### src/design/ssd_pkg.sv
// ssd_pkg: shared types, mode codes and segment font for the scan display
// no dependencies; compiled first

package ssd_pkg;

   localparam int NUM_DIGITS = 4;
   localparam int SEG_W      = 7;
   localparam int ADC_W      = 16;
   localparam int BYTE_W     = 8;
   localparam int IDX_W      = 2;

   localparam logic [SEG_W-1:0] SEG_OFF = 7'h00;
   localparam logic [9:0]       ADC_MAX = 10'd1023;

   typedef enum logic [1:0] {
      MODE_SCAN    = 2'd0,
      MODE_BUTTON  = 2'd1,
      MODE_RELEASE = 2'd2,
      MODE_REFRESH = 2'd3
   } mode_type;

   typedef logic [SEG_W-1:0] glyph_type;
   typedef glyph_type [NUM_DIGITS-1:0] digit_row_type;

   // decimal digit to segments a..g, blank for codes above nine
   function automatic glyph_type glyph(input logic [3:0] d);
      glyph_type g;
      unique case (d)
         4'd0:    g = 7'h3F;
         4'd1:    g = 7'h06;
         4'd2:    g = 7'h5B;
         4'd3:    g = 7'h4F;
         4'd4:    g = 7'h66;
         4'd5:    g = 7'h6D;
         4'd6:    g = 7'h7D;
         4'd7:    g = 7'h07;
         4'd8:    g = 7'h7F;
         4'd9:    g = 7'h6F;
         default: g = SEG_OFF;
      endcase
      return g;
   endfunction

endpackage

### src/design/ssd_req_if.sv
// ssd_req_if: valid/ready channel carrying one display event item
// depends on ssd_pkg

interface ssd_req_if;
   logic                          valid;
   logic                          ready;
   ssd_pkg::mode_type             mode;
   logic                          active;
   logic [ssd_pkg::ADC_W-1:0]     adc_value;
   logic [ssd_pkg::BYTE_W-1:0]    limit_value;
   logic [ssd_pkg::BYTE_W-1:0]    conn_mask;
   logic                          button_level;

   modport source (output valid, mode, active, adc_value, limit_value, conn_mask,
                   button_level, input ready);
   modport sink   (input valid, mode, active, adc_value, limit_value, conn_mask,
                   button_level, output ready);
endinterface

### src/design/ssd_rsp_if.sv
// ssd_rsp_if: valid/ready channel carrying the driven segment and digit lines
// depends on ssd_pkg

interface ssd_rsp_if;
   logic                          valid;
   logic                          ready;
   logic [ssd_pkg::SEG_W-1:0]     segments;
   logic [ssd_pkg::NUM_DIGITS-1:0] digit_enable;
   logic                          page;

   modport source (output valid, segments, digit_enable, page, input ready);
   modport sink   (input valid, segments, digit_enable, page, output ready);
endinterface

### src/design/ssd_refresh.sv
// ssd_refresh: builds the four digit glyphs for a buffer refresh
// depends on ssd_pkg; decimal split by constant reciprocals

module ssd_refresh (
   input  logic                        page,
   input  logic [ssd_pkg::ADC_W-1:0]   adc_value,
   input  logic [ssd_pkg::BYTE_W-1:0]  limit_value,
   input  logic [ssd_pkg::BYTE_W-1:0]  conn_mask,
   output ssd_pkg::digit_row_type      digits
);
   import ssd_pkg::*;

   logic [9:0]  sat;
   logic [17:0] prod_ten;
   logic [15:0] prod_hun;
   logic [6:0]  q_ten;
   logic [3:0]  q_hun;
   logic [9:0]  ten_times;
   logic [6:0]  hun_times;
   logic [3:0]  adc_thou;
   logic [3:0]  adc_hund;
   logic [3:0]  adc_tens;
   logic [3:0]  adc_unit;
   logic [15:0] lim_prod;
   logic [4:0]  lim_q;
   logic [7:0]  lim_times;
   logic [3:0]  lim_tens;
   logic [3:0]  lim_unit;

   // saturate, then split by x*205>>11 (x/10) and x*41>>12 (x/100)
   always_comb begin
      sat       = (adc_value > 16'(ADC_MAX)) ? ADC_MAX : adc_value[9:0];
      prod_ten  = 18'(sat) * 18'd205;
      prod_hun  = 16'(sat) * 16'd41;
      q_ten     = prod_ten[17:11];
      q_hun     = prod_hun[15:12];
      ten_times = 10'(q_ten) * 10'd10;
      hun_times = 7'(q_hun) * 7'd10;
      adc_unit  = 4'(sat - ten_times);
      adc_tens  = 4'(q_ten - hun_times);
      adc_hund  = (q_hun >= 4'd10) ? q_hun - 4'd10 : q_hun;
      adc_thou  = {3'b000, (sat >= 10'd1000)};
   end

   always_comb begin
      lim_prod  = 16'(limit_value) * 16'd205;
      lim_q     = lim_prod[15:11];
      lim_times = 8'(lim_q) * 8'd10;
      lim_unit  = 4'(limit_value - lim_times);
      priority if (lim_q >= 5'd20) begin
         lim_tens = 4'(lim_q - 5'd20);
      end else if (lim_q >= 5'd10) begin
         lim_tens = 4'(lim_q - 5'd10);
      end else begin
         lim_tens = 4'(lim_q);
      end
   end

   always_comb begin
      if (page) begin
         digits[0] = glyph(lim_tens);
         digits[1] = glyph(lim_unit);
         digits[2] = SEG_OFF;
         digits[3] = glyph({1'b0, conn_mask[2:0]});
      end else begin
         digits[0] = glyph(adc_thou);
         digits[1] = glyph(adc_hund);
         digits[2] = glyph(adc_tens);
         digits[3] = glyph(adc_unit);
      end
   end

endmodule

### src/design/seven_segment_scan_display.sv
// seven_segment_scan_display: four-digit multiplexed display driver top level
// depends on ssd_pkg, ssd_req_if, ssd_rsp_if, ssd_refresh
//
//   channel   dir   signals                                                  
//   req_bus   in    mode active adc_value limit_value conn_mask button_level  
//   rsp_bus   out   segments digit_enable page (one item per request item)   
//
// one item per cycle sustained while rsp_bus is not stalled; each item passes the input
// register, then the result register that also holds the segment, enable and page lines
// reset (synchronous) blanks the digit store and lines, page 0, button high
// a stalled rsp_bus holds the result; req_bus stays ready while the input
// register can move on in the same cycle

module seven_segment_scan_display (
   input logic        clock,
   input logic        reset,
   ssd_req_if.sink    req_bus,
   ssd_rsp_if.source  rsp_bus
);
   import ssd_pkg::*;

   logic                  s1_valid_ff, s1_valid_in;
   mode_type              mode_ff;
   logic                  active_ff;
   logic [ADC_W-1:0]      adc_ff;
   logic [BYTE_W-1:0]     limit_ff;
   logic [BYTE_W-1:0]     conn_ff;
   logic                  level_ff;

   digit_row_type         store_ff, store_in;
   logic [IDX_W-1:0]      scan_ff, scan_in;
   logic                  page_ff, page_in;
   logic                  pend_ff, pend_in;
   logic                  prev_ff, prev_in;
   glyph_type             seg_ff, seg_in;
   logic [NUM_DIGITS-1:0] en_ff, en_in;
   logic                  rsp_valid_ff, rsp_valid_in;

   logic                  req_fire;
   logic                  rsp_fire;
   logic                  advance;
   digit_row_type         fresh;

   assign advance  = s1_valid_ff && (!rsp_valid_ff || rsp_bus.ready);
   assign req_bus.ready = !s1_valid_ff || advance;
   assign req_fire = req_bus.valid && req_bus.ready;
   assign rsp_fire = rsp_valid_ff && rsp_bus.ready;

   assign rsp_bus.valid        = rsp_valid_ff;
   assign rsp_bus.segments     = seg_ff;
   assign rsp_bus.digit_enable = en_ff;
   assign rsp_bus.page         = page_ff;

   ssd_refresh u_refresh (
      .page        (page_ff),
      .adc_value   (adc_ff),
      .limit_value (limit_ff),
      .conn_mask   (conn_ff),
      .digits      (fresh)
   );

   always_comb begin
      s1_valid_in  = req_fire ? 1'b1 : (advance ? 1'b0 : s1_valid_ff);
      rsp_valid_in = advance ? 1'b1 : (rsp_fire ? 1'b0 : rsp_valid_ff);
   end

   always_comb begin
      store_in = store_ff;
      scan_in  = scan_ff;
      page_in  = page_ff;
      pend_in  = pend_ff;
      prev_in  = prev_ff;
      seg_in   = seg_ff;
      en_in    = en_ff;
      if (advance) begin
         unique case (mode_ff)
            MODE_SCAN: begin
               if (active_ff) begin
                  seg_in  = store_ff[scan_ff];
                  en_in   = NUM_DIGITS'(1) << scan_ff;
                  scan_in = scan_ff + IDX_W'(1);
               end else begin
                  seg_in = SEG_OFF;
                  en_in  = '0;
               end
            end
            MODE_BUTTON: begin
               if (!prev_ff && level_ff) begin
                  pend_in = 1'b1;
               end
               prev_in = level_ff;
            end
            MODE_RELEASE: begin
               pend_in = 1'b0;
               if (active_ff && pend_ff) begin
                  page_in = !page_ff;
               end
            end
            MODE_REFRESH: begin
               if (active_ff) begin
                  store_in = fresh;
               end else begin
                  store_in = '0;
                  seg_in   = SEG_OFF;
                  en_in    = '0;
               end
            end
            default: begin
               store_in = store_ff;
            end
         endcase
      end
   end

   always_ff @(posedge clock) begin
      if (req_fire) begin
         mode_ff   <= req_bus.mode;
         active_ff <= req_bus.active;
         adc_ff    <= req_bus.adc_value;
         limit_ff  <= req_bus.limit_value;
         conn_ff   <= req_bus.conn_mask;
         level_ff  <= req_bus.button_level;
      end
   end

   always_ff @(posedge clock) begin
      if (reset) begin
         s1_valid_ff  <= 1'b0;
         rsp_valid_ff <= 1'b0;
         store_ff     <= '0;
         scan_ff      <= '0;
         page_ff      <= 1'b0;
         pend_ff      <= 1'b0;
         prev_ff      <= 1'b1;
         seg_ff       <= SEG_OFF;
         en_ff        <= '0;
      end else begin
         s1_valid_ff  <= s1_valid_in;
         rsp_valid_ff <= rsp_valid_in;
         store_ff     <= store_in;
         scan_ff      <= scan_in;
         page_ff      <= page_in;
         pend_ff      <= pend_in;
         prev_ff      <= prev_in;
         seg_ff       <= seg_in;
         en_ff        <= en_in;
      end
   end

endmodule

### src/flat_wrapper.sv
// flat-port wrapper written by rule: the top's interface ports become plain ports
module seven_segment_scan_display_flat import ssd_pkg::*;
  (clock, reset, req_bus_valid, req_bus_mode, req_bus_active, req_bus_adc_value, req_bus_limit_value, req_bus_conn_mask, req_bus_button_level, req_bus_ready, rsp_bus_valid, rsp_bus_segments, rsp_bus_digit_enable, rsp_bus_page, rsp_bus_ready);
  ssd_req_if req_bus_i ();
  ssd_rsp_if rsp_bus_i ();
  input logic clock;
  input logic reset;
  input wire logic [$bits(req_bus_i.valid)-1:0] req_bus_valid;
  input wire logic [$bits(req_bus_i.mode)-1:0] req_bus_mode;
  input wire logic [$bits(req_bus_i.active)-1:0] req_bus_active;
  input wire logic [$bits(req_bus_i.adc_value)-1:0] req_bus_adc_value;
  input wire logic [$bits(req_bus_i.limit_value)-1:0] req_bus_limit_value;
  input wire logic [$bits(req_bus_i.conn_mask)-1:0] req_bus_conn_mask;
  input wire logic [$bits(req_bus_i.button_level)-1:0] req_bus_button_level;
  output wire logic [$bits(req_bus_i.ready)-1:0] req_bus_ready;
  output wire logic [$bits(rsp_bus_i.valid)-1:0] rsp_bus_valid;
  output wire logic [$bits(rsp_bus_i.segments)-1:0] rsp_bus_segments;
  output wire logic [$bits(rsp_bus_i.digit_enable)-1:0] rsp_bus_digit_enable;
  output wire logic [$bits(rsp_bus_i.page)-1:0] rsp_bus_page;
  input wire logic [$bits(rsp_bus_i.ready)-1:0] rsp_bus_ready;
  assign req_bus_i.valid = req_bus_valid;
  assign req_bus_i.mode = req_bus_mode;
  assign req_bus_i.active = req_bus_active;
  assign req_bus_i.adc_value = req_bus_adc_value;
  assign req_bus_i.limit_value = req_bus_limit_value;
  assign req_bus_i.conn_mask = req_bus_conn_mask;
  assign req_bus_i.button_level = req_bus_button_level;
  assign req_bus_ready = req_bus_i.ready;
  assign rsp_bus_valid = rsp_bus_i.valid;
  assign rsp_bus_segments = rsp_bus_i.segments;
  assign rsp_bus_digit_enable = rsp_bus_i.digit_enable;
  assign rsp_bus_page = rsp_bus_i.page;
  assign rsp_bus_i.ready = rsp_bus_ready;
  seven_segment_scan_display u_core (.clock(clock), .reset(reset), .req_bus(req_bus_i), .rsp_bus(rsp_bus_i));
endmodule
### config.mk
export PLATFORM = sky130hd
export DESIGN_NAME = seven_segment_scan_display_flat
export DESIGN_NICKNAME = d
export VERILOG_FILES = /design/src/design/ssd_pkg.sv /design/src/design/ssd_req_if.sv /design/src/design/ssd_rsp_if.sv /design/src/design/ssd_refresh.sv /design/src/design/seven_segment_scan_display.sv /design/src/flat_wrapper.sv
export SDC_FILE = /design/constraint.sdc
export NUM_CORES = 1
export LEC_CHECK = 0
export ABC_AREA = 1
export BUFFER_PORTS_ARGS = -buffer_cell sky130_fd_sc_hd__buf_2
export CAP_MARGIN = 5
export CELL_PAD_IN_SITES_DETAIL_PLACEMENT = 2
export CELL_PAD_IN_SITES_GLOBAL_PLACEMENT = 2
export CORE_MARGIN = 8
export CORE_UTILIZATION = 38
export CTS_BUF_LIST = sky130_fd_sc_hd__clkbuf_2 sky130_fd_sc_hd__clkbuf_4 sky130_fd_sc_hd__clkbuf_8
export DETAILED_ROUTE_END_ITERATION = 7
export GPL_TIMING_DRIVEN = 0
export MAX_ROUTING_LAYER = met4
export PLACE_DENSITY = 0.84
export SLEW_MARGIN = 20
export SYNTH_ARGS = -nofsm -noshare
export SYNTH_HDL_FRONTEND = slang
export SYNTH_SLANG_ARGS = --single-unit
export TNS_END_PERCENT = 5
### constraint.sdc
create_clock -name clock -period 6.8 [get_ports clock]
set_input_delay 1.36 -clock clock [delete_from_list [all_inputs] [get_ports clock]]
set_output_delay 1.36 -clock clock [all_outputs]
set_load 0.01 [all_outputs]
==> results.tsv, run 1 <==
stage	metric	value	unit
finish	final cell count without fillers	1393	
setup_path	CP required	7.12	ns
global_route	GRT overflow	0	
route	post-DR wirelength/cell	17.62	um
clocking	cts repair resizes	0	
sta	Peak Freq	158.6	MHz
global_route	largest net degree at the start of global routing	34	
synthesis	Warnings, synthesis	0	
clocking	Clock Pin Slew Worst Setup and Hold Paths	0.10	ns
placement	placed standard-cell area	8745	um2
route	Via-to-Cell Ratio	5.147	
clocking	Post-CTS Setup Inserts	0	
finish	Final Util	0.4241	
power_and_ir_drop	total internal power	1116	uW
setup_path	WS Path Type	flop to flop	
synthesis	Seq/Total Area, Yosys	0.2439	
power_and_ir_drop	Seq pwr share	0.257	
synthesis	Syn Inst Count	1055	
route	post-route ant nets	0	
clocking	Clk Latency, worst-skew pair	0.39	ns
synthesis	asr flop ratio synth	0	
synthesis	syn nets	1278	
clocking	Hold Buf Count CTS	0	
clocking	CTS tree	yes	
die	die area	26430	um2
die	Core Region	21090	um2
sta	crit share post-route	0.9273	
flow_run	max cap viols	0	
synthesis	post-synthesis cell type count	43	
outcome	status	finished clean	
power_and_ir_drop	Sw Ratio	0.4903	
finish	ANT cells	0	
setup_path	most used cell, CP	nand2_1	
clocking	# H-tree levels	3	
sta	Setup WS post-layout	0.4942	ns
global_route	antenna violations before repair	0	
finish	most common cell after layout, fill and taps aside	nand2_1	
synthesis	top cells by area, synth	ha_1 (23%), dfxtp_1 (13%), edfxtp_1 (11%)	
route	final WL	24540	um
sta	RSZ-0062 raised after global routing	false	
die	# rows	53	
global_route	vias in the first global route	8119	
power_and_ir_drop	clock power share	0.164	
power_and_ir_drop	NetSw	1074	uW
sta	Hold Violations, Final	0	
setup_path	Critical Path Source Type	flop	
die	# IOs	54	
setup_path	Top Family by Delay on Critical Path	adder cells	
synthesis	Cell Area, Synth	8165	um2
clocking	Max clock buf depth	2	
sta	Pins Over Slew Limit	0	
sta	Slew @ Worst Pin	0.8140	ns
global_route	gr usage total	0.1962	
sta	Slew HR	0.4574	
clocking	TritonCTS buffer count	9	
route	initial DRC count	222	
sta	Final Setup Violations	0	
hold_path	HP Class	flop to flop	
power_and_ir_drop	power per cell area	244.8	nW/um2
die	Vert. Die Dim	162.6	um
die	Die X	162.6	um
synthesis	Post-synth EDFFs	31	
placement	pre-CTS setup slack	0.1827	ns
placement	HPWL after DPL	20490	um
clocking	CTS root buffer	clkbuf_8	
route	via count	7170	
synthesis	Most used DFF post-synth	dfxtp_1	
setup_path	Arrival @ worst endpoint	6.63	ns
sta	Clock Skew	0.01641	ns
finish	share of cells above drive strength 1	0.1002	
sta	setup TNS	0	ns
placement	placed insts	1377	
clocking	CTS Sinks	84	
placement	Port-buffer cells	47	
finish	most frequent cells in the layout	nand2_1 (227), inv_1 (187), ha_1 (149)	
setup_path	Slowest cell on crit path	nand4_1	
finish	Final Cell Area	8944	um2
finish	synthesis-to-layout area growth	9.531	%
power_and_ir_drop	Static Leak	0.004528	uW
sta	minimum clock period	6.306	ns
synthesis	Syn Area/Cell	7.740	um2
placement	RD Place Congestion	0.8270	
route	residual DRC count	0	
setup_path	max incr delay on CP	0.60	ns
setup_path	CP endpoint kind	flop	
power_and_ir_drop	Worst IR Drop VDD	0.09922	mV
die	Starting Density	0.3872	
route	DRT Pass-1 Iters	6	
finish	Final nets	1336	
setup_path	Max FO, Critical Path	9	
setup_path	Bufs and invs on worst path	3	
synthesis	Yosys reg bits	84	
synthesis	area fraction of the dominant cell type after synthesis	0.2283	
global_route	first-pass GRT wire length	40490	um
power_and_ir_drop	logic gate share of total power	0.579	
synthesis	area leader, netlist	ha_1	
-- kinds of logic (layout without fill, tap and decap cells) --
kind of cell	Yosys count	after routing	share of synthesized area
XOR/XNOR	14	14	0.01594
AND/OR/NAND/NOR	406	406	0.2233
flip-flops	84	84	0.2439
adder cells (fa/ha/maj)	183	183	0.3117
buffers and inverters	208	271	0.09577
AO/OA/AOI/OAI	160	160	0.1094
-- area by class of cell --
cell class / count / area, um2
tap: 275 / 344.1
sequential: 84 / 1992
buffer: 15 / 57.56
clock inverter: 6 / 47.55
multi-input combinational: 763 / 5411
timing repair buffer: 47 / 235.2
fill: 2509 / 12140
clock buffer: 10 / 131.4
inverter: 193 / 724.4
-- path summary, 6_finish.rpt --
path                                                                  start                                          end  slack, ns  depth (start not counted)
worst max-delay path                            u_core.adc_ff[11]$_DFFE_PP_             u_core.store_ff[26]$_SDFFE_PP0P_       0.49                         26
worst min-delay path            u_core.rsp_bus.digit_enable[0]$_SDFFE_PP0P_  u_core.rsp_bus.digit_enable[0]$_SDFFE_PP0P_       0.45                          2
worst max register to register                  u_core.adc_ff[11]$_DFFE_PP_             u_core.store_ff[26]$_SDFFE_PP0P_       0.49                         26
worst min register to register  u_core.rsp_bus.digit_enable[0]$_SDFFE_PP0P_  u_core.rsp_bus.digit_enable[0]$_SDFFE_PP0P_       0.45                          2
-- state kept, by name, indices dropped and copies added, names as in the netlist, named ones only --
signal	count
u_core.conn_ff	3
u_core.limit_ff	8
u_core.prev_ff	1
u_core.mode_ff	2
u_core.active_ff	1
u_core.rsp_bus.segments	7
u_core.scan_ff	2
u_core.rsp_bus.valid	1
u_core.store_ff	28
u_core.level_ff	1
u_core.rsp_bus.digit_enable	4
u_core.s1_valid_ff	1
u_core.rsp_bus.page	1
u_core.pend_ff	1
u_core.adc_ff	16
-- synthesized netlist by cell type, drive strengths merged (5+ instances only) --
| master | count |
|---|---|
| xor2 | 8 |
| o22ai | 6 |
| xnor2 | 6 |
| o21ai | 53 |
| nor2 | 60 |
| nor3 | 6 |
| inv | 191 |
| a31oi | 5 |
| clkbuf | 14 |
| a22o | 5 |
| edfxtp | 31 |
| nand3 | 73 |
| dfxtp | 53 |
| fa | 34 |
| nand4 | 10 |
| nand2 | 246 |
| ha | 149 |
| nand3b | 5 |
| a21oi | 75 |
-- through the flow --
stage,hold WS [ns],power (uW)
2_1_floorplan,0.4418,1498
3_3_place_gp,0.4300,1750
3_5_place_dp,0.4427,1846
4_1_cts,0.4583,2221
5_1_grt,0.4792,2424
6_report,0.4533,2189
-- power by group through the flow --
stage	combinational [uW]	clock (uW)	sequential, uW
6_report	1270	358	563
3_5_place_dp	1270	0	575
4_1_cts	1290	371	563
5_1_grt	1470	387	566
3_3_place_gp	1180	0	573
2_1_floorplan	929	0	569
-- routing by layer --
layer	share of wire	up-vias	GRT usage
met5	0	-	-
met4	0.023	0	0.05963
met3	0.024	37	0.02730
met2	0.53	85	0.3688
met1	0.42	3507	0.2091
li1	-	3541	-
-- worst min-delay path, cell delays in order, from the launching register on --
cell,delay [ns]
dfxtp_1,0.32
inv_1,0.05
a21oi_1,0.05
Power figures use the tool's default switching activity.
==> run 2, diff against run 1 <==
==> constraint.sdc (replaced) <==
create_clock -name clock -period 5.85 [get_ports clock]
set_input_delay 1.17 -clock clock [delete_from_list [all_inputs] [get_ports clock]]
set_output_delay 1.17 -clock clock [all_outputs]
set_load 0.01 [all_outputs]
==> run 2 against run 1 <==
Net effect: non-clock buffer count grew 36; clock power increased by 20%; die area is the same; critical endpoint unchanged; power is 29% higher; first-iteration DRC count up 17%; clock skew down 0.0020 ns; sequential share of layout area shrank 1.6 points; worst setup slack worse by 0.60 ns; the run now ends with negative setup slack left; worst hold slack is essentially flat.
==> results.tsv, run 2 (same netlist as run 1, synthesis figures left out) <==
stage	metric	value	unit	change
die	Die X	162.6	um	unchanged
finish	max FFs per register	28		unchanged
setup_path	CP required	6.18	ns	was 7.12 ns
route	residual DRC count	0		unchanged
finish	synthesis-to-layout area growth	18.00	%	was 9.531%
power_and_ir_drop	power per cell area	293.2	nW/um2	was 244.8 nW/um2
finish	Final Cell Area	9635	um2	was 8944 um2
sta	crit share post-route	1.018		was 0.9273
clocking	Clock Pin Slew Worst Setup and Hold Paths	0.10	ns	about the same
route	initial DRC count	259		was 222
die	die area	26430	um2	unchanged
sta	Setup WS post-layout	-0.1025	ns	was 0.4942 ns
die	Starting Density	0.3872		unchanged
sta	minimum clock period	5.953	ns	was 6.306 ns
global_route	vias in the first global route	8296		was 8,119
finish	final cell count without fillers	1429		was 1,393
route	final WL	30930	um	was 24,540 um
finish	Final nets	1372		was 1,336
setup_path	Crit. path cell count	28		was 26
sta	setup TNS	-0.6992	ns	was 0 ns
placement	placed insts	1377		unchanged
route	Via-to-Cell Ratio	5.328		was 5.147
sta	Clock Skew	0.01444	ns	was 0.01641 ns
finish	share of cells above drive strength 1	0.1906		was 0.1002
clocking	CTS tree	yes		unchanged
placement	Port-buffer cells	47		unchanged
clocking	CTS root buffer	clkbuf_8		unchanged
setup_path	max incr delay on CP	0.57	ns	was 0.60 ns
power_and_ir_drop	Worst IR Drop VDD	0.1245	mV	was 0.09922 mV
die	Core Region	21090	um2	unchanged
finish	Biggest register	u_core.store_ff		unchanged
setup_path	CP endpoint kind	flop		unchanged
setup_path	Worst Reg2Reg Path Length in Cells	28		was 26
sta	Final Setup Violations	13		was 0
placement	pre-CTS setup slack	-0.7673	ns	was 0.1827 ns
sta	Pins Over Slew Limit	0		unchanged
clocking	TritonCTS buffer count	9		unchanged
setup_path	Slowest cell on crit path	fa_1		was nand4_1
hold_path	hold depth	2		unchanged
clocking	CTS Sinks	84		unchanged
finish	top flop regs	u_core.store_ff x28, u_core.adc_ff x16, u_core.limit_ff x8		unchanged
setup_path	WS Path Type	flop to flop		unchanged
global_route	antenna violations before repair	0		unchanged
die	# IOs	54		unchanged
outcome	status	complete, but fails checks		was finished clean
setup_path	Critical Path Source Type	flop		unchanged
sta	Hold Violations, Final	0		unchanged
power_and_ir_drop	Static Leak	0.004731	uW	was 0.004528 uW
sta	Slew HR	0.4380		was 0.4574
flow_run	max cap viols	0		unchanged
clocking	# H-tree levels	3		unchanged
sta	Peak Freq	168.0	MHz	was 158.6 MHz
setup_path	Top Family by Delay on Critical Path	adder cells		unchanged
global_route	largest net degree at the start of global routing	34		unchanged
global_route	GRT overflow	0		unchanged
hold_path	HP Class	flop to flop		unchanged
route	DRT Pass-1 Iters	4		was 6
placement	HPWL after DPL	20490	um	unchanged
route	post-route ant nets	0		unchanged
setup_path	Bufs and invs on worst path	5		was 3
placement	RD Place Congestion	0.8270		unchanged
placement	placed standard-cell area	8745	um2	unchanged
die	# rows	53		unchanged
die	Vert. Die Dim	162.6	um	unchanged
clocking	Clk Latency, worst-skew pair	0.40	ns	was 0.39 ns
route	post-DR wirelength/cell	21.64	um	was 17.62 um
global_route	gr usage total	0.2068		was 0.1962
clocking	Max clock buf depth	2		unchanged
setup_path	Arrival @ worst endpoint	6.28	ns	was 6.63 ns
sta	Slew @ Worst Pin	0.8430	ns	was 0.8140 ns
finish	ANT cells	0		unchanged
route	via count	7613		was 7,170
global_route	first-pass GRT wire length	42300	um	was 40,490 um
outcome	failing checks	negative setup slack		
finish	most common cell after layout, fill and taps aside	nand2_1		unchanged
finish	most frequent cells in the layout	nand2_1 (211), inv_1 (171), ha_1 (135)		was nand2_1 (227), inv_1 (187), ha_1 (149)
setup_path	Max FO, Critical Path	6		was 9
## run 2: worst reg2reg max path: cells and delay by family (launching register included)
family          cells  cell delay [ns]
compound gates      3             0.46
xor+xnor            2             0.41
fa+ha+maj           7             2.61
buf+inv             5             0.51
flops               1             0.43
simple gates       11             1.47
## run 2: report_power, final
part | total, uW | internal [uW] | switching, uW
clock | 429 | 166 | 263
combinational | 1740 | 596 | 1140
sequential | 657 | 636 | 20.6
## run 2: what timing repair did
action,in CTS,in global routing
setup buffers,15,22
gates resized for setup,35,71
setup endpoints to repair,24,28
pin swaps,10,30
hold buffers,0,0
endpoints found under the hold margin,0,0
## run 2: path summary, 6_finish.rpt
| check | start | endpoint | slack, ns |
|---|---|---|---|
| min | u_core.rsp_bus.digit_enable[0]$_SDFFE_PP0P_ | u_core.rsp_bus.digit_enable[0]$_SDFFE_PP0P_ | 0.45 |
| max | u_core.adc_ff[11]$_DFFE_PP_ | u_core.store_ff[26]$_SDFFE_PP0P_ | -0.10 |
| max reg2reg | u_core.adc_ff[11]$_DFFE_PP_ | u_core.store_ff[26]$_SDFFE_PP0P_ | -0.10 |
| min reg2reg | u_core.rsp_bus.digit_enable[0]$_SDFFE_PP0P_ | u_core.rsp_bus.digit_enable[0]$_SDFFE_PP0P_ | 0.45 |
## run 2: metal layers
metal,vias to the layer above,track usage,wire length [um]
li1,3627,-,-
met1,3769,0.2169,11830
met2,134,0.3926,16850
met3,83,0.02806,913
met4,0,0.06547,1334
met5,-,-,0
## run 2: metrics by stage
stage | utilization | total power, uW | hold slack, ns
after floorplan | - | 1741 | 0.4418
after global placement | 0.4147 | 2034 | 0.4300
after detailed placement | 0.4147 | 2146 | 0.4427
after CTS | 0.4356 | 2610 | 0.4583
after global routing | 0.4569 | 3059 | 0.4793
final | 0.4569 | 2825 | 0.4532
## run 2: layout make-up
class / instances / area, um2
Inverter: 193 / 743.2
Buffer: 14 / 53.80
Tap cell: 275 / 344.1
Clock buffer: 10 / 131.4
Timing Repair Buffer: 84 / 524.3
Fill cell: 2404 / 11450
Clock inverter: 6 / 47.55
Sequential cell: 84 / 1992
Multi-Input combinational cell: 763 / 5799
==> run 3, diff against run 2 <==
--- a/config.mk
+++ b/config.mk
@@ -6,17 +6,17 @@
 export NUM_CORES = 1
 export LEC_CHECK = 0
 export ABC_AREA = 1
-export BUFFER_PORTS_ARGS = -buffer_cell sky130_fd_sc_hd__buf_2
 export CAP_MARGIN = 5
 export CELL_PAD_IN_SITES_DETAIL_PLACEMENT = 2
 export CELL_PAD_IN_SITES_GLOBAL_PLACEMENT = 2
 export CORE_MARGIN = 8
-export CORE_UTILIZATION = 38
+export CORE_UTILIZATION = 40
 export CTS_BUF_LIST = sky130_fd_sc_hd__clkbuf_2 sky130_fd_sc_hd__clkbuf_4 sky130_fd_sc_hd__clkbuf_8
 export DETAILED_ROUTE_END_ITERATION = 7
+export DONT_BUFFER_PORTS = 1
 export GPL_TIMING_DRIVEN = 0
 export MAX_ROUTING_LAYER = met4
-export PLACE_DENSITY = 0.84
+export PLACE_DENSITY_LB_ADDON = 0.1
 export SLEW_MARGIN = 20
 export SYNTH_ARGS = -nofsm -noshare
 export SYNTH_HDL_FRONTEND = slang
==> run 3 against run 2 <==
Net effect: highest routed layer unchanged; die area decreased by 4.5%; non-clock buffer count fell by 56; utilization up 1.0 points; the flow now finishes without violations; worst setup slack better by 0.18 ns; first-iteration DRC count down 38%; routed wire length fell by 11%; cell count shrank 4.2%; design area decreased by 2.6%; largest cell class unchanged.
==> results.tsv, run 3 (same netlist as run 1, synthesis figures left out) <==
stage	metric	value	unit	change
clocking	CTS tree	yes		unchanged
sta	Final Setup Violations	0		was 13
clocking	CTS root buffer	clkbuf_8		unchanged
route	wire length on met2	15000	um	was 16,850 um
route	final WL	27520	um	was 30,930 um
hold_path	HP Class	flop to flop		unchanged
finish	Final nets	1317		was 1,372
hold_path	WHS Endpoint	u_core.store_ff[14]$_SDFFE_PP0P_		was u_core.rsp_bus.digit_enable[0]$_SDFFE_PP0P_
finish	Final Util	0.4670		was 0.4569
route	post-route ant nets	0		unchanged
clocking	Clock Pin Slew Worst Setup and Hold Paths	0.08	ns	was 0.10 ns
hold_path	hold depth	2		unchanged
die	die area	25240	um2	was 26,430 um2
setup_path	Worst Reg2Reg Path Length in Cells	31		was 28
die	Core Region	20100	um2	was 21,090 um2
finish	Biggest register	u_core.store_ff		unchanged
finish	ANT cells	0		unchanged
power_and_ir_drop	total power	2776	uW	was 2825 uW
placement	HPWL after DPL	19530	um	was 20,490 um
clocking	Hold Buf Count CTS	0		unchanged
clocking	TritonCTS buffer count	9		unchanged
placement	placed standard-cell area	8503	um2	was 8745 um2
setup_path	WS Path Type	flop to flop		unchanged
global_route	antenna violations before repair	0		unchanged
finish	most common cell after layout, fill and taps aside	nand2_1		unchanged
hold_path	Worst Min Path Start	u_core.store_ff[14]$_SDFFE_PP0P_		was u_core.rsp_bus.digit_enable[0]$_SDFFE_PP0P_
power_and_ir_drop	power per cell area	295.7	nW/um2	was 293.2 nW/um2
route	initial DRC count	161		was 259
route	Via-to-Cell Ratio	5.223		was 5.328
sta	Slew HR	0.4483		was 0.4380
setup_path	Critical Path Source Type	flop		unchanged
sta	Peak Freq	173.2	MHz	was 168.0 MHz
setup_path	Slowest cell on crit path	fa_1		unchanged
route	post-DR wirelength/cell	20.10	um	was 21.64 um
sta	crit share post-route	0.9868		was 1.018
finish	most frequent cells in the layout	nand2_1 (211), inv_1 (171), ha_1 (135)		unchanged
power_and_ir_drop	Static Leak	0.004508	uW	was 0.004731 uW
die	# rows	52		was 53
route	residual DRC count	0		unchanged
setup_path	R2R Setup Slk	0.08	ns	was -0.10 ns
global_route	GRT overflow	0		unchanged
finish	synthesis-to-layout area growth	14.97	%	was 18.00%
sta	RSZ-0062 raised after global routing	true		
clocking	Max clock buf depth	2		unchanged
route	DRT Pass-1 Iters	4		unchanged
die	Die X	158.9	um	was 162.6 um
setup_path	RR Startpoint	u_core.adc_ff[11]$_DFFE_PP_		unchanged
finish	Filler cells	2305		was 2,404
die	# IOs	54		unchanged
placement	Port-buffer cells	0		was 47
sta	Pins Over Slew Limit	0		unchanged
route	via count	7150		was 7,613
finish	multi-input combinational cell area	5834	um2	was 5799 um2
setup_path	CP required	6.08	ns	was 6.18 ns
sta	Slew @ Worst Pin	0.8189	ns	was 0.8430 ns
placement	pre-CTS setup slack	-0.9314	ns	was -0.7673 ns
finish	top flop regs	u_core.store_ff x28, u_core.adc_ff x16, u_core.limit_ff x8		unchanged
sta	setup TNS	0	ns	was -0.6992 ns
setup_path	Worst Setup SP	u_core.adc_ff[11]$_DFFE_PP_		unchanged
finish	share of cells above drive strength 1	0.1529		was 0.1906
finish	Register Area	1992	um2	unchanged
route	Metal-1 WL	11420	um	was 11,830 um
global_route	largest net degree at the start of global routing	34		unchanged
clocking	Clk Latency, worst-skew pair	0.39	ns	was 0.40 ns
finish	max FFs per register	28		unchanged
sta	Setup WS post-layout	0.07724	ns	was -0.1025 ns
power_and_ir_drop	Worst IR Drop VDD	0.1484	mV	was 0.1245 mV
outcome	status	finished clean		was complete, but fails checks
global_route	first-pass GRT wire length	41490	um	was 42,300 um
sta	Hold Violations, Final	0		unchanged
setup_path	max incr delay on CP	0.52	ns	was 0.57 ns
sta	minimum clock period	5.773	ns	was 5.953 ns
clocking	# H-tree levels	3		unchanged
setup_path	CP endpoint kind	flop		unchanged
setup_path	terminus of the critical flop-to-flop path	u_core.store_ff[17]$_SDFFE_PP0P_		was u_core.store_ff[26]$_SDFFE_PP0P_
finish	Final Cell Area	9388	um2	was 9635 um2
global_route	gr usage total	0.2069		was 0.2068
setup_path	Arrival @ worst endpoint	6.01	ns	was 6.28 ns
route	Met3 Wirelength	470	um	was 913 um
clocking	CTS Sinks	84		unchanged
flow_run	max cap viols	0		unchanged
placement	RD Place Congestion	0.8398		was 0.8270
sta	Clock Skew	0.02993	ns	was 0.01444 ns
die	Vert. Die Dim	158.9	um	was 162.6 um
route	top sig layer	met4		unchanged
setup_path	Max FO, Critical Path	7		was 6
die	Starting Density	0.4061		was 0.3872
global_route	vias in the first global route	8020		was 8,296
[run 3: layout make-up]
| cell class | count | area share |
|---|---|---|
| Multi-Input combinational cell | 764 | 0.6215 |
| Tap cell | 270 | 0.03599 |
| Timing Repair Buffer | 28 | 0.02239 |
| Clock buffer | 9 | 0.01319 |
| Clock inverter | 7 | 0.01106 |
| Sequential cell | 84 | 0.2122 |
| Buffer | 14 | 0.005731 |
| Inverter | 193 | 0.07797 |
[run 3: worst max-delay path, delay by kind of cell (launching register included)]
kind                       cells  cell delay, ns
AOI/OAI and AO/OA              2            0.26
adders and majority gates      6            2.55
DFF                            1            0.45
buffers and inverters          7            0.50
and+or+nand+nor               16            1.87
[run 3: worst max-delay path by stage]
stage                                       end  slack (ns)
2_1_floorplan  u_core.store_ff[14]$_SDFFE_PP0P_        0.23
3_3_place_gp   u_core.store_ff[14]$_SDFFE_PP0P_       -0.65
3_5_place_dp   u_core.store_ff[14]$_SDFFE_PP0P_       -0.93
4_1_cts        u_core.store_ff[26]$_SDFFE_PP0P_       -0.02
5_1_grt        u_core.store_ff[14]$_SDFFE_PP0P_       -0.14
6_report       u_core.store_ff[17]$_SDFFE_PP0P_        0.08
[run 3: power breakdown]
group	internal, uW	switching (uW)	leakage [uW]	total (uW)
registers	636	22.2	0.000734	659
clock network	248	249	0.000116	498
logic	568	1050	0.00366	1620
total	1450	1320	0.00451	2780
[run 3: stage by stage]
step,hold slack (ns),std cells
final,0.4726,1369
after global routing,0.4983,1369
after CTS,0.4718,1352
after detailed placement,0.4595,1325
after global placement,0.4590,1325
after floorplan,0.4418,1055
[run 3: repair_timing]
| item | 4_1_cts | 5_1_grt |
|---|---|---|
| pin swaps | 10 | 33 |
| resized for setup | 34 | 72 |
| cloned | 1 | 0 |
| endpoints found under the setup margin | 22 | 28 |
| setup buffers | 11 | 17 |
[run 3: routing by layer]
metal | GRT usage | vias to the layer above
met4 | 0.05403 | 0
met3 | 0.02275 | 41
met1 | 0.2237 | 3516
met5 | - | -
li1 | - | 3504
met2 | 0.3937 | 89
